**src/sv/mssq_pkg.sv**
```systemverilog
`default_nettype none

package mssq_pkg;

    localparam int TABLE_STEPS_DEF = 16;
    localparam int QDEPTH          = 4;
    localparam int QPTR_W          = $clog2(QDEPTH);
    localparam int QCNT_W          = $clog2(QDEPTH + 1);
    localparam int POSX_W          = 5;
    localparam int CFG_IDX_W       = 3;
    localparam int CFG_DATA_W      = 7;

    localparam logic [6:0] VEL_FULL  = 7'd127;
    localparam logic [6:0] NOTE_MAX  = 7'd127;
    localparam logic [6:0] NOTE_BASE = 7'd36;
    localparam logic [6:0] NOTE_STEP = 7'd3;

    typedef enum logic [2:0] {
        OP_TICK   = 3'd0,
        OP_START  = 3'd1,
        OP_CONT   = 3'd2,
        OP_STOP   = 3'd3,
        OP_WRITE  = 3'd4,
        OP_SETPOS = 3'd5
    } t_op;

    typedef enum logic [2:0] {
        CFG_TPS      = 3'd0,
        CFG_STEPS    = 3'd1,
        CFG_FIRST    = 3'd2,
        CFG_LAST     = 3'd3,
        CFG_BACKWARD = 3'd4,
        CFG_REPEAT   = 3'd5,
        CFG_CHANNEL  = 3'd6,
        CFG_MASK     = 3'd7
    } t_cfg_idx;

    typedef enum logic [1:0] {
        EV_OFF = 2'd0,
        EV_ON  = 2'd1,
        EV_CB  = 2'd2
    } t_kind;

    typedef struct packed {
        logic [6:0] ticks_per_step;
        logic [4:0] step_count;
        logic [3:0] first_step;
        logic [3:0] last_step;
        logic       play_backward;
        logic       repeat_mode;
        logic [3:0] midi_channel;
        logic [1:0] send_mask;
    } t_cfg;

    typedef struct packed {
        logic       cb;
        logic [1:0] mask;
        logic [3:0] chan;
        logic [6:0] off_note;
        logic [6:0] on_note;
    } t_cmd;

    typedef struct packed {
        logic valid;
        t_cmd cmd;
    } t_push;

    function automatic logic [6:0] note_init(input logic [POSX_W-1:0] idx);
        note_init = NOTE_BASE + 7'(idx) * NOTE_STEP;
    endfunction

endpackage

`default_nettype wire

```
**src/sv/mssq_front.sv**
```systemverilog
`default_nettype none

module mssq_front #(
    parameter int TABLE_STEPS = mssq_pkg::TABLE_STEPS_DEF
) (
    input  wire logic                       i_clk,
    input  wire logic                       i_rst_n,
    input  wire mssq_pkg::t_cfg             i_cfg,
    input  wire logic                       i_valid,
    output logic                            o_ready,
    input  wire logic [2:0]                 i_op,
    input  wire logic [7:0]                 i_step_index,
    input  wire logic signed [8:0]          i_note_value,
    input  wire logic [mssq_pkg::QCNT_W-1:0] i_q_count,
    output mssq_pkg::t_push                 o_push
);
    import mssq_pkg::*;

    localparam int POS_W = $clog2(TABLE_STEPS);

    logic [31:0]      r_gap;
    logic [31:0]      r_nst;
    logic [POS_W-1:0] r_pos;
    logic [POS_W-1:0] r_prev;
    logic             r_halted;
    logic [6:0]       r_mem [TABLE_STEPS];
    logic [TABLE_STEPS-1:0] r_written;

    logic             r_s1_valid;
    logic             r_s1_cb;
    logic [1:0]       r_s1_mask;
    logic [3:0]       r_s1_chan;
    logic [6:0]       r_off_raw;
    logic [6:0]       r_on_raw;
    logic             r_off_wr;
    logic             r_on_wr;
    logic [POS_W-1:0] r_off_addr;
    logic [POS_W-1:0] r_on_addr;

    logic              accept;
    t_op               op;
    logic              idx_ok;
    logic              fire;
    logic              notes;
    logic [31:0]       gap_inc;
    logic [31:0]       addend;
    logic [31:0]       n_gap;
    logic [POSX_W-1:0] steps;
    logic [POSX_W-1:0] end_pos;
    logic [POSX_W-1:0] begin_pos;
    logic [POSX_W-1:0] pos_x;
    logic [POSX_W-1:0] n_pos;
    logic              wrap;
    logic [6:0]        clamp_note;
    logic [POS_W-1:0]  widx;

    assign o_ready = r_s1_valid ? (i_q_count < QCNT_W'(QDEPTH - 1))
                                : (i_q_count < QCNT_W'(QDEPTH));
    assign accept  = i_valid && o_ready;
    assign op      = t_op'(i_op);
    assign idx_ok  = i_step_index < 8'(TABLE_STEPS);
    assign widx    = i_step_index[POS_W-1:0];
    assign notes   = i_cfg.step_count != 5'd0;

    // counter minus step time, plus one, not negative
    assign gap_inc = r_gap + 32'd1;
    assign fire   = (op == OP_TICK) && !r_halted && !gap_inc[31];
    assign addend = fire ? (32'd1 - 32'(i_cfg.ticks_per_step)) : 32'd1;
    assign n_gap  = r_gap + addend;

    // loop bounds
    always_comb begin
        steps     = (i_cfg.step_count < POSX_W'(TABLE_STEPS)) ? i_cfg.step_count
                                                             : POSX_W'(TABLE_STEPS);
        end_pos   = ({1'b0, i_cfg.last_step} < (steps - 5'd1)) ? {1'b0, i_cfg.last_step}
                                                              : (steps - 5'd1);
        begin_pos = ({1'b0, i_cfg.first_step} < end_pos) ? {1'b0, i_cfg.first_step}
                                                         : end_pos;
        pos_x     = POSX_W'(r_pos);
        if (i_cfg.play_backward) begin
            wrap  = pos_x <= begin_pos;
            n_pos = wrap ? end_pos : (pos_x - 5'd1);
        end else begin
            wrap  = pos_x >= end_pos;
            n_pos = wrap ? begin_pos : (pos_x + 5'd1);
        end
    end

    always_comb begin
        if (i_note_value[8]) begin
            clamp_note = 7'd0;
        end else if (i_note_value[7]) begin
            clamp_note = NOTE_MAX;
        end else begin
            clamp_note = i_note_value[6:0];
        end
    end

    always_ff @(posedge i_clk) begin
        if (!i_rst_n) begin
            r_gap      <= '0;
            r_nst      <= '0;
            r_pos      <= '0;
            r_prev     <= '0;
            r_halted   <= 1'b1;
            r_written  <= '0;
            r_s1_valid <= 1'b0;
        end else begin
            r_s1_valid <= accept && fire && (!notes || (i_cfg.send_mask != 2'd0));
            if (accept) begin
                case (op)
                    OP_TICK: begin
                        r_gap <= n_gap;
                        if (fire) begin
                            r_nst <= r_nst + 32'(i_cfg.ticks_per_step);
                            if (notes) begin
                                r_pos  <= n_pos[POS_W-1:0];
                                r_prev <= r_pos;
                                if (wrap && !i_cfg.repeat_mode) begin
                                    r_halted <= 1'b1;
                                end
                            end
                        end
                    end
                    OP_START: begin
                        r_gap    <= '0;
                        r_nst    <= '0;
                        r_halted <= 1'b0;
                    end
                    OP_CONT: begin
                        r_gap    <= 32'd0 - r_nst;
                        r_halted <= 1'b0;
                    end
                    OP_STOP: begin
                        r_halted <= 1'b1;
                    end
                    OP_WRITE: begin
                        if (idx_ok) begin
                            r_written[widx] <= 1'b1;
                        end
                    end
                    OP_SETPOS: begin
                        if (idx_ok) begin
                            r_pos <= widx;
                        end
                    end
                    default: begin
                    end
                endcase
            end
        end
    end

    // note table and its read ports
    always_ff @(posedge i_clk) begin
        if (accept && (op == OP_WRITE) && idx_ok) begin
            r_mem[widx] <= clamp_note;
        end
        if (accept && fire) begin
            r_off_raw  <= r_mem[r_prev];
            r_on_raw   <= r_mem[r_pos];
            r_off_wr   <= r_written[r_prev];
            r_on_wr    <= r_written[r_pos];
            r_off_addr <= r_prev;
            r_on_addr  <= r_pos;
            r_s1_cb    <= !notes;
            r_s1_mask  <= i_cfg.send_mask;
            r_s1_chan  <= i_cfg.midi_channel;
        end
    end

    always_comb begin
        o_push.valid        = r_s1_valid;
        o_push.cmd.cb       = r_s1_cb;
        o_push.cmd.mask     = r_s1_mask;
        o_push.cmd.chan     = r_s1_chan;
        o_push.cmd.off_note = r_off_wr ? r_off_raw : note_init(POSX_W'(r_off_addr));
        o_push.cmd.on_note  = r_on_wr ? r_on_raw : note_init(POSX_W'(r_on_addr));
    end

endmodule

`default_nettype wire

```
**src/sv/mssq_queue.sv**
```systemverilog
`default_nettype none

module mssq_queue (
    input  wire logic                        i_clk,
    input  wire logic                        i_rst_n,
    input  wire mssq_pkg::t_push             i_push,
    input  wire logic                        i_pop,
    output logic                             o_valid,
    output mssq_pkg::t_cmd                   o_cmd,
    output logic [mssq_pkg::QCNT_W-1:0]      o_count
);
    import mssq_pkg::*;

    t_cmd              r_buf [QDEPTH];
    logic [QPTR_W-1:0] r_wr;
    logic [QPTR_W-1:0] r_rd;
    logic [QCNT_W-1:0] r_count;
    logic              do_pop;

    assign do_pop  = i_pop && (r_count != '0);
    assign o_valid = r_count != '0;
    assign o_cmd   = r_buf[r_rd];
    assign o_count = r_count;

    always_ff @(posedge i_clk) begin
        if (!i_rst_n) begin
            r_wr    <= '0;
            r_rd    <= '0;
            r_count <= '0;
        end else begin
            if (i_push.valid) begin
                r_wr <= r_wr + QPTR_W'(1);
            end
            if (do_pop) begin
                r_rd <= r_rd + QPTR_W'(1);
            end
            case ({i_push.valid, do_pop})
                2'b10:   r_count <= r_count + QCNT_W'(1);
                2'b01:   r_count <= r_count - QCNT_W'(1);
                default: r_count <= r_count;
            endcase
        end
    end

    always_ff @(posedge i_clk) begin
        if (i_push.valid) begin
            r_buf[r_wr] <= i_push.cmd;
        end
    end

endmodule

`default_nettype wire

```
**src/sv/mssq_back.sv**
```systemverilog
`default_nettype none

module mssq_back (
    input  wire logic           i_clk,
    input  wire logic           i_rst_n,
    input  wire logic           i_q_valid,
    input  wire mssq_pkg::t_cmd i_q_cmd,
    output logic                o_q_pop,
    output logic                o_valid,
    input  wire logic           i_ready,
    output logic [1:0]          o_event_kind,
    output logic                o_destination,
    output logic [3:0]          o_channel,
    output logic [6:0]          o_note,
    output logic [6:0]          o_velocity,
    output logic                o_last_of_run
);
    import mssq_pkg::*;

    logic       r_busy;
    t_cmd       r_cmd;
    logic       r_dest;
    logic       r_phase;
    logic       r_out_valid;
    logic [1:0] r_kind;
    logic       r_out_dest;
    logic [3:0] r_chan;
    logic [6:0] r_note;
    logic [6:0] r_vel;
    logic       r_last;

    logic       can_emit;
    logic       emit;
    logic       last;
    t_kind      kind;

    assign can_emit = !r_out_valid || i_ready;
    assign emit     = r_busy && can_emit;
    assign last     = r_cmd.cb || (r_phase && (r_dest || !r_cmd.mask[1]));
    assign kind     = r_cmd.cb ? EV_CB : (r_phase ? EV_ON : EV_OFF);
    assign o_q_pop  = i_q_valid && (!r_busy || (emit && last));

    always_ff @(posedge i_clk) begin
        if (!i_rst_n) begin
            r_busy      <= 1'b0;
            r_out_valid <= 1'b0;
        end else begin
            if (can_emit) begin
                r_out_valid <= r_busy;
            end
            if (o_q_pop) begin
                r_busy <= 1'b1;
            end else if (emit && last) begin
                r_busy <= 1'b0;
            end
        end
    end

    always_ff @(posedge i_clk) begin
        if (o_q_pop) begin
            r_cmd   <= i_q_cmd;
            r_phase <= 1'b0;
            r_dest  <= !i_q_cmd.mask[0];
        end else if (emit && !last) begin
            if (!r_phase) begin
                r_phase <= 1'b1;
            end else begin
                r_phase <= 1'b0;
                r_dest  <= 1'b1;
            end
        end
        if (emit) begin
            r_kind     <= kind;
            r_out_dest <= r_cmd.cb ? 1'b0 : r_dest;
            r_chan     <= r_cmd.cb ? 4'd0 : r_cmd.chan;
            r_note     <= r_cmd.cb ? 7'd0 : (r_phase ? r_cmd.on_note : r_cmd.off_note);
            r_vel      <= r_cmd.cb ? 7'd0 : VEL_FULL;
            r_last     <= last;
        end
    end

    assign o_valid       = r_out_valid;
    assign o_event_kind  = r_kind;
    assign o_destination = r_out_dest;
    assign o_channel     = r_chan;
    assign o_note        = r_note;
    assign o_velocity    = r_vel;
    assign o_last_of_run = r_last;

endmodule

`default_nettype wire

```
**src/sv/midi_step_sequencer_track.sv**
```systemverilog
`default_nettype none

// One step sequencer track. Input beats (tick, start, continue, stop, note write,
// position set) are taken one per cycle while the queue has room; the front keeps
// the tick timing, play position and a note table in flip-flops with a written bit
// per entry, so entries never written read their power-up note with no clearing
// pass. A tick that fires drops a command into a four-entry queue (none if notes
// are on and the send mask is zero); the back expands it into 1, 2 or 4 result
// beats at one per cycle while the output is not stalled, via an output register,
// so the back expander sets sustained tick throughput. A first result passes the
// front, queue, back and output registers. Other beats give no results.
module midi_step_sequencer_track_unit #(
    parameter int TABLE_STEPS = mssq_pkg::TABLE_STEPS_DEF
) (
    input  wire logic                            i_clk,
    input  wire logic                            i_rst_n,
    input  wire logic                            i_cfg_we,
    input  wire logic [mssq_pkg::CFG_IDX_W-1:0]  i_cfg_index,
    input  wire logic [mssq_pkg::CFG_DATA_W-1:0] i_cfg_data,
    input  wire logic                            i_in_valid,
    output logic                                 o_in_ready,
    input  wire logic [2:0]                      i_op,
    input  wire logic [7:0]                      i_step_index,
    input  wire logic signed [8:0]               i_note_value,
    output logic                                 o_out_valid,
    input  wire logic                            i_out_ready,
    output logic [1:0]                           o_event_kind,
    output logic                                 o_destination,
    output logic [3:0]                           o_channel,
    output logic [6:0]                           o_note,
    output logic [6:0]                           o_velocity,
    output logic                                 o_last_of_run
);
    import mssq_pkg::*;

    t_cfg              r_cfg;
    t_push             push;
    logic              q_valid;
    t_cmd              q_cmd;
    logic              q_pop;
    logic [QCNT_W-1:0] q_count;

    always_ff @(posedge i_clk) begin
        if (!i_rst_n) begin
            r_cfg.ticks_per_step <= 7'd6;
            r_cfg.step_count     <= 5'd16;
            r_cfg.first_step     <= 4'd0;
            r_cfg.last_step      <= 4'd15;
            r_cfg.play_backward  <= 1'b0;
            r_cfg.repeat_mode    <= 1'b1;
            r_cfg.midi_channel   <= 4'd0;
            r_cfg.send_mask      <= 2'd3;
        end else if (i_cfg_we) begin
            case (t_cfg_idx'(i_cfg_index))
                CFG_TPS:      r_cfg.ticks_per_step <= i_cfg_data[6:0];
                CFG_STEPS:    r_cfg.step_count     <= i_cfg_data[4:0];
                CFG_FIRST:    r_cfg.first_step     <= i_cfg_data[3:0];
                CFG_LAST:     r_cfg.last_step      <= i_cfg_data[3:0];
                CFG_BACKWARD: r_cfg.play_backward  <= i_cfg_data[0];
                CFG_REPEAT:   r_cfg.repeat_mode    <= i_cfg_data[0];
                CFG_CHANNEL:  r_cfg.midi_channel   <= i_cfg_data[3:0];
                CFG_MASK:     r_cfg.send_mask      <= i_cfg_data[1:0];
                default: begin
                end
            endcase
        end
    end

    mssq_front #(
        .TABLE_STEPS(TABLE_STEPS)
    ) u_front (
        .i_clk        (i_clk),
        .i_rst_n      (i_rst_n),
        .i_cfg        (r_cfg),
        .i_valid      (i_in_valid),
        .o_ready      (o_in_ready),
        .i_op         (i_op),
        .i_step_index (i_step_index),
        .i_note_value (i_note_value),
        .i_q_count    (q_count),
        .o_push       (push)
    );

    mssq_queue u_queue (
        .i_clk   (i_clk),
        .i_rst_n (i_rst_n),
        .i_push  (push),
        .i_pop   (q_pop),
        .o_valid (q_valid),
        .o_cmd   (q_cmd),
        .o_count (q_count)
    );

    mssq_back u_back (
        .i_clk         (i_clk),
        .i_rst_n       (i_rst_n),
        .i_q_valid     (q_valid),
        .i_q_cmd       (q_cmd),
        .o_q_pop       (q_pop),
        .o_valid       (o_out_valid),
        .i_ready       (i_out_ready),
        .o_event_kind  (o_event_kind),
        .o_destination (o_destination),
        .o_channel     (o_channel),
        .o_note        (o_note),
        .o_velocity    (o_velocity),
        .o_last_of_run (o_last_of_run)
    );

    a_q_bound: assert property (@(posedge i_clk) disable iff (!i_rst_n)
        q_count <= QCNT_W'(QDEPTH))
        else $error("command queue overrun");

    a_full_stall: assert property (@(posedge i_clk) disable iff (!i_rst_n)
        (q_count == QCNT_W'(QDEPTH)) |-> !o_in_ready)
        else $error("beat taken with queue full");

    a_cb_last: assert property (@(posedge i_clk) disable iff (!i_rst_n)
        (o_out_valid && (o_event_kind == EV_CB)) |-> o_last_of_run)
        else $error("callback pulse not final");

    a_push_room: assert property (@(posedge i_clk) disable iff (!i_rst_n)
        push.valid |-> (q_count < QCNT_W'(QDEPTH)) || q_pop)
        else $error("push into full queue");

endmodule

`default_nettype wire
```
**config.mk**
```make
export PLATFORM = sky130hd
export DESIGN_NAME = midi_step_sequencer_track_unit
export DESIGN_NICKNAME = d
export VERILOG_FILES = /design/src/sv/mssq_pkg.sv /design/src/sv/mssq_front.sv /design/src/sv/mssq_queue.sv /design/src/sv/mssq_back.sv /design/src/sv/midi_step_sequencer_track.sv
export SDC_FILE = /design/constraint.sdc
export NUM_CORES = 1
export LEC_CHECK = 0
export ABC_AREA = 0
export BUFFER_PORTS_ARGS = -buffer_cell sky130_fd_sc_hd__buf_2
export CAP_MARGIN = 20
export CORE_UTILIZATION = 41
export CTS_BUF_LIST = sky130_fd_sc_hd__clkbuf_16
export CTS_CLUSTER_SIZE = 10
export DETAILED_ROUTE_END_ITERATION = 7
export PLACE_DENSITY = 0.61
export SYNTH_ARGS = -nofsm -noshare
export SYNTH_HDL_FRONTEND = slang
export SYNTH_SLANG_ARGS = --single-unit
```
**constraint.sdc**
```tcl
create_clock -name i_clk -period 11.8 [get_ports i_clk]
set_input_delay 1.18 -clock i_clk [delete_from_list [all_inputs] [get_ports i_clk]]
set_output_delay 1.18 -clock i_clk [all_outputs]
set_load 0.1 [all_outputs]
```
Word-level counts from Yosys, hierarchy flattened. Memory sizes are Yosys's and may differ from the RTL's. A register that Yosys moved wholly into a read port is not among the register bits. Index checks and enable logic that the tools add are counted.

Magnitude comparators: 12. Reduce and logical (&&, ||, !) cells: 58. Shift-type cells: 0. Multiply operators: 2. Bitwise logic cells: 1. $add $sub $neg: 14. Div/mod/pow operators: 0. Equality and inequality tests: 18. Multiplexer cells: 46.

Operators by type and width (number): $pmux 32 s3 (1); $mux 32 (2); $pmux 32 s2 (1); $mux 7 (6); $add 32x1->32 const B (1); $add 32x32->32 (1); $add 32x7->32 (1); $sub 1x32->32 const A (1); $mux 4 (6); $reduce_and 2->1 (10); $mux 1 (19); $eq 3x3->1 const B (6); $or 16x16->16 (1); $logic_and 1x1->1 (15); $lt 4x5->1 const B (3); $mux 5 (3); $add 6x6->7 const A (2); $reduce_bool 2->1 (7); $eq 3x2->1 const B (4); $mul 4x2->6 const B (2); $lt 4x5->1 (2); $reduce_and 5->1 (2); $logic_not 1->1 (9); $reduce_bool 3->1 (3); other kinds (31) (43).

Bits in latches: 0. Register bits: 189. Input port bits: 35. Logic and storage cells: 193. ROM bits: 0. Memories kept: 2. Output and inout port bits: 24. Bits in writable memories: 196.

Memories: u_front.r_mem (depth 16, width 7, rd ports 2, clocked after memory_dff 2, write ports 1, line mssq_front.sv:26) `logic [6:0] r_mem [TABLE_STEPS];`; u_queue.r_buf (depth 4, width 21, rd ports 1, clocked after memory_dff 1, write ports 1, line mssq_queue.sv:14) `t_cmd r_buf [QDEPTH];`.

Longest topological paths before layout.
Depth after elaboration: 14. Gate-level depth with buffers: 26. Gate-level depth less buffers: 26.

Hierarchy. From an unflattened synthesis, not the netlist that was laid out.

Cell total of the unflattened synthesis: 1586. Area, all modules: 20012.9 um^2.

By module, submodules not included: mssq_front (seq. area each 6095.8 um^2, cells each 1231, instances 1, area each 13848.3 um^2); mssq_queue (seq. area each 2702.6 um^2, cells each 155, instances 1, area each 3498.4 um^2); mssq_back (seq. area each 1171.1 um^2, cells each 88, instances 1, area each 1500.2 um^2); midi_step_sequencer_track_unit (seq. area each 560.5 um^2, cells each 112, instances 1, area each 1166.1 um^2).

Worst setup path after synthesis. OpenSTA, ideal clock, no wires.

Path kind: in2reg. From: in i_op[2]. To: reg u_front.r_gap[30]. Path buffers: 1. Library setup time: 0.086 ns. Stages on the path: 14. Required time: 11.714 ns. Data arrival time: 5.262 ns. Path slack: 6.453 ns. Cell sequence: clkbuf_1 -> nor4_1 -> nand3b_1 -> nor2_1 -> ha_1 -> a21o_1 -> a21o_1 -> a21o_1 -> a41o_1 -> or4_1 -> o2111ai_1 -> nand2b_1 -> o311a_1 -> a211oi_1.

Word-level cells in the longest chain between the ends: 6. Elaborated cells on any way between the ends: 10. Classes of those cells: add/sub (1); eq/ne (2); mux (2); reduce/logical (5).

Ends and longest elaborated chain: start, declared (line midi_step_sequencer_track.sv:22) `input wire logic [2:0] i_op,`; $logic_not 3->1 (line mssq_front.sv:67, mssq_front.sv:111); $logic_and 1x1->1 (2 in a row) (line mssq_front.sv:67) `assign fire = (op == OP_TICK) && !r_halted && !gap_inc[31];`; $mux 32 (line mssq_front.sv:68) `assign addend = fire ? (32'd1 - 32'(i_cfg.ticks_per_step)) : 32'd1;`; $add 32x32->32 (line mssq_front.sv:69) `assign n_gap = r_gap + addend;`; $pmux 32 s3 (line mssq_front.sv:111) `case (op)`; end signal, assigned (line mssq_front.sv:113) `r_gap <= n_gap;`; end signal, assigned (line mssq_front.sv:131) `r_gap <= 32'd0 - r_nst;`; end, declared (line mssq_front.sv:21) `logic [31:0] r_gap;`.

Several ways; a longest one is shown, not always the timed one. A chain may end at the register's enable or synchronous reset.

Final worst setup path.
From: reg r_cfg[16] (netlist bit). To: reg u_front.r_pos[1].

Word-level cells in the longest chain between the ends: 13. Elaborated cells on any way between the ends: 18. Classes of those cells: add/sub (1); order compare (5); eq/ne (1); mux (9); reduce/logical (2).

Ends and longest elaborated chain: start, declared (line midi_step_sequencer_track.sv:36) `t_cfg r_cfg;`; $lt 5x5->1 (line mssq_front.sv:73) `steps = (i_cfg.step_count < POSX_W'(TABLE_STEPS)) ? i_cfg.step_count`; $mux 5 (line mssq_front.sv:73); $sub 5x1->5 (line mssq_front.sv:75, mssq_front.sv:76); $lt 4x5->1 (line mssq_front.sv:75) `end_pos = ({1'b0, i_cfg.last_step} < (steps - 5'd1)) ? {1'b0, i_cfg.last_step}`; $mux 5 (line mssq_front.sv:75); $lt 4x5->1 (line mssq_front.sv:77) `begin_pos = ({1'b0, i_cfg.first_step} < end_pos) ? {1'b0, i_cfg.first_step}`; $mux 5 (line mssq_front.sv:77); $le 4x5->1 (line mssq_front.sv:81) `wrap = pos_x <= begin_pos;`; $mux 4 (line mssq_front.sv:82) `n_pos = wrap ? end_pos : (pos_x - 5'd1);`; $mux 4 (line mssq_front.sv:80) `if (i_cfg.play_backward) begin`; $mux 4 (line mssq_front.sv:116) `if (notes) begin`; $mux 4 (line mssq_front.sv:114) `if (fire) begin`; $pmux 4 s2 (line mssq_front.sv:111); end signal, assigned (line mssq_front.sv:117) `r_pos <= n_pos[POS_W-1:0];`; end signal, assigned (line mssq_front.sv:144) `r_pos <= widx;`; end, declared (line mssq_front.sv:23) `logic [POS_W-1:0] r_pos;`.

Several ways; a longest one is shown, not always the timed one. The select of a mux whose other input is x is not followed.

==> impl_metrics.tcl <==
set metrics [dict create \
    status "completed" \
    routed_via_density 5.58 \
    io_buffers 58 \
    synth-edff-count 264 \
    switching_share_pct 28.4 \
    drc 0 \
    critPathKind "flop to flop" \
    wl_per_cell_um 19.6 \
    cts.sinks 394 \
    power_uw 3530 \
    synthArstFlopShare_pct 0 \
    cts_buffers 47 \
    hold_path.class "flop to flop" \
    start_util_pct 41.4 \
    placed_area_um2 20700 \
    postCtsSetupBuffers 0 \
    hold_end "u_front.r_s1_chan[2]" \
    pwr-share-comb_pct 16.1 \
    power_frac_clock_pct 37.7 \
    setup_tns_ns 0 \
    ys_seq_elements 394 \
    p_sw_uw 1010 \
    utilization_pct 46.5 \
    skew_ns 0.0352 \
    p_leak_uw 0.00805 \
    cts_root_buf "clkbuf_16" \
    internal_power_uw 2530 \
    place.gp.congestion 0.847 \
    synth.distinct_cells 72 \
    hpwlAfterDp_um 30500 \
    syn_area_per_cell_um2 12.3 \
    min-delay-start "r_cfg[4]" \
    final_area_um2 22200 \
    antenna_left 0 \
    ir_drop_v 0.0000972 \
    grt_usage_pct 18.8 \
    cts_buffer_depth 3 \
    clock.fmax_mhz 189 \
    drv_slew 0 \
    ctsHoldBuffers 0 \
    crit_required_ns 12.26 \
    rows 80 \
    nets 1766 \
    io_pins 59 \
    power_frac_seq_pct 46.2 \
    die_w_um 221 \
    crit_fanout 9 \
    regArea_um2 10500 \
    worst_slew_pin_slew_ns 1.12 \
    cp-end-kind "flop" \
    grt_max_degree 55 \
    instances_no_fill 2309 \
    tritoncts "yes" \
    nFillCells 4221 \
    syn-instance-count 1606 \
    start_kind "flop" \
    drive_gt1_share_pct 16.2 \
    synth_area_um2 19700 \
    cp-startpoint "r_cfg[16]" \
    yosys-top-cells-area "edfxtp_1 (40%), dfxtp_1 (13%), mux4_2 (12%), ha_1 (4.5%), nor2_1 (3.1%)" \
    dieArea_um2 49000 \
    via_count 12900 \
    maxCapViolations 0 \
    postCtsResizedCells 0 \
    ys_seq_area_share_pct 53.4 \
    fp.coreArea_um2 47600 \
    first_global_vias 12900 \
    area_growth_pct 12.3 \
    die_y_um 221 \
    drtIter0Drc 883 \
    synth_top_area_share_pct 40.2 \
    grt_first_pass_wirelength_um 72400 \
    h-tree-depth 2 \
    grt_overflow 0 \
    rsz0062_at_grt "false" \
    yosys_warnings 0 \
    min_period_ns 5.30 \
    critPathArrivalTime_ns 5.75 \
    r2r_setup_slack_ns 6.50 \
    clock_insertion_delay_worst_skew_ns 0.59 \
    syn-num-nets 1717 \
    dp_cells 2215 \
    antenna_found_initial 1 \
    hold_depth 0 \
    multi_input_area_um2 8670 \
    routed_wl_um 45200 \
    r2r_cells 24 \
    synth_flop_cell "edfxtp_1" \
    yosysTopAreaCell "edfxtp_1" \
    reg2reg_to "u_front.r_pos[1]" \
    setup_viol 0 \
    powerDensity_nw_per_um2 159 \
    r2r_start "r_cfg[16]" \
    maxSlewHeadroom_pct 25.0 \
    finalHoldViolCount 0 \
    clkTransAtPathRegs_ns 0.06 \
    dr.pass1.iters 5 \
    min_period_over_period_pct 44.9 \
]
-- how the worst max path moves through the flow --
stage                     cells past startpoint  slack [ns]                end
final                                        24        6.50   u_front.r_pos[1]
after global routing                         24        6.07   u_front.r_pos[1]
after CTS                                    24        6.51   u_front.r_pos[1]
after detailed placement                     14        6.45  u_front.r_gap[30]
after global placement                       14        6.63  u_front.r_gap[30]
after floorplan                              14        6.45  u_front.r_gap[30]
-- cell type report --
type	instances	share of cell area, %
clock buffers	50	5.64
multi-input cells	1067	39.1
clock inverters	37	0.824
repair buffers	87	2.43
well taps	615	3.47
diodes	1	0.0113
inverters	58	0.982
flip-flops and latches	394	47.5
-- metal layers --
layer  track usage (%)  vias to the layer above  wire length, um
met5                 0                        -               13
met4              5.14                        2              794
li1                  -                     6185                -
met2              31.0                      303            21500
met3              2.97                       59             2050
met1              25.6                     6336            20900
-- critical path: stages (launching register included) --
cell	delay (ns)
dfxtp_1	0.37
or3_1	0.45
nand3_1	0.13
inv_1	0.05
ha_1	0.26
o21a_1	0.12
o31ai_2	0.08
a211oi_4	0.37
nor2_2	0.06
a21oi_2	0.19
inv_2	0.06
ha_1	0.29
o21ai_0	0.08
mux2i_1	0.14
a211oi_1	0.07
o21bai_1	0.32
mux2i_1	0.29
ha_1	0.27
nor2b_1	0.14
o21a_1	0.17
o21a_1	0.17
o21ai_1	0.43
o21ai_0	0.15
a221o_1	0.34
o21a_1	0.18
-- cells in the final DEF, fill, tap and decap left out, drive strengths merged, types with 11 or more instances in the layout --
cell      n
a211oi   14
a21o     21
a21oi    78
buf      85
clkbuf   52
dfxtp   130
edfxtp  264
ha       71
inv      88
mux2i    36
mux4    101
nand2   106
nand2b   12
nand3    24
nand4    16
nor2    166
nor2b    24
nor3     35
nor4     18
o211ai   18
o21a     16
o21ai    63
o31ai    11
or3      11
or4      19
xnor2    54
xor2     23
-- power groups by stage --
stage / Combinational [uW] / Sequential, uW / Clock, uW
6_report: 568 / 1630 / 1330
5_1_grt: 612 / 1650 / 1430
4_1_cts: 562 / 1640 / 1370
3_5_place_dp: 560 / 1670 / 0
3_3_place_gp: 553 / 1670 / 0
2_1_floorplan: 344 / 1760 / 0
-- stage by stage --
step / hold slack [ns] / setup slack [ns]
3_5_place_dp: 0.416 / 6.45
2_1_floorplan: 0.406 / 6.45
5_1_grt: 0.433 / 6.07
3_3_place_gp: 0.413 / 6.63
6_report: 0.429 / 6.50
4_1_cts: 0.430 / 6.51
-- Yosys cell counts, types with 12 or more instances --
cell	instances
a211oi_1	13
a21o_1	21
a21oi_1	77
clkbuf_1	68
dfxtp_1	130
edfxtp_1	264
ha_1	71
inv_1	56
mux2i_1	36
mux4_2	101
nand2_1	106
nand2b_1	12
nand3_1	24
nand4_1	16
nor2_1	165
nor2b_1	24
nor3_1	35
nor4_1	18
o211ai_1	18
o21a_1	16
o21ai_0	57
or4_1	19
xnor2_1	54
xor2_1	23
-- flip-flops by register name, summed over array words and instances (netlist names), 2 cells and up, named ones only --
name                 flops
u_front.r_mem          112
u_queue.r_buf           84
u_front.r_gap           32
u_front.r_nst           32
r_cfg                   28
u_back.r_cmd            20
u_front.r_written       16
u_back.o_note            7
u_front.r_off_raw        7
u_front.r_on_raw         7
u_back.o_channel         4
u_front.r_off_addr       4
u_front.r_on_addr        4
u_front.r_pos            4
u_front.r_prev           4
u_front.r_s1_chan        4
u_queue.o_count          3
u_back.o_event_kind      2
u_front.r_s1_mask        2
u_queue.r_rd             2
u_queue.r_wr             2
-- cells by family after synthesis --
| logic type | synth area share, % |
|---|---|
| simple gates | 11.6 |
| flops | 53.4 |
| mux | 13.9 |
| xor+xnor | 3.42 |
| fa+ha+maj | 5.12 |
| compound gates | 9.72 |
| buf+inv | 2.88 |
No activity file was read; power rests on OpenSTA's default activity.
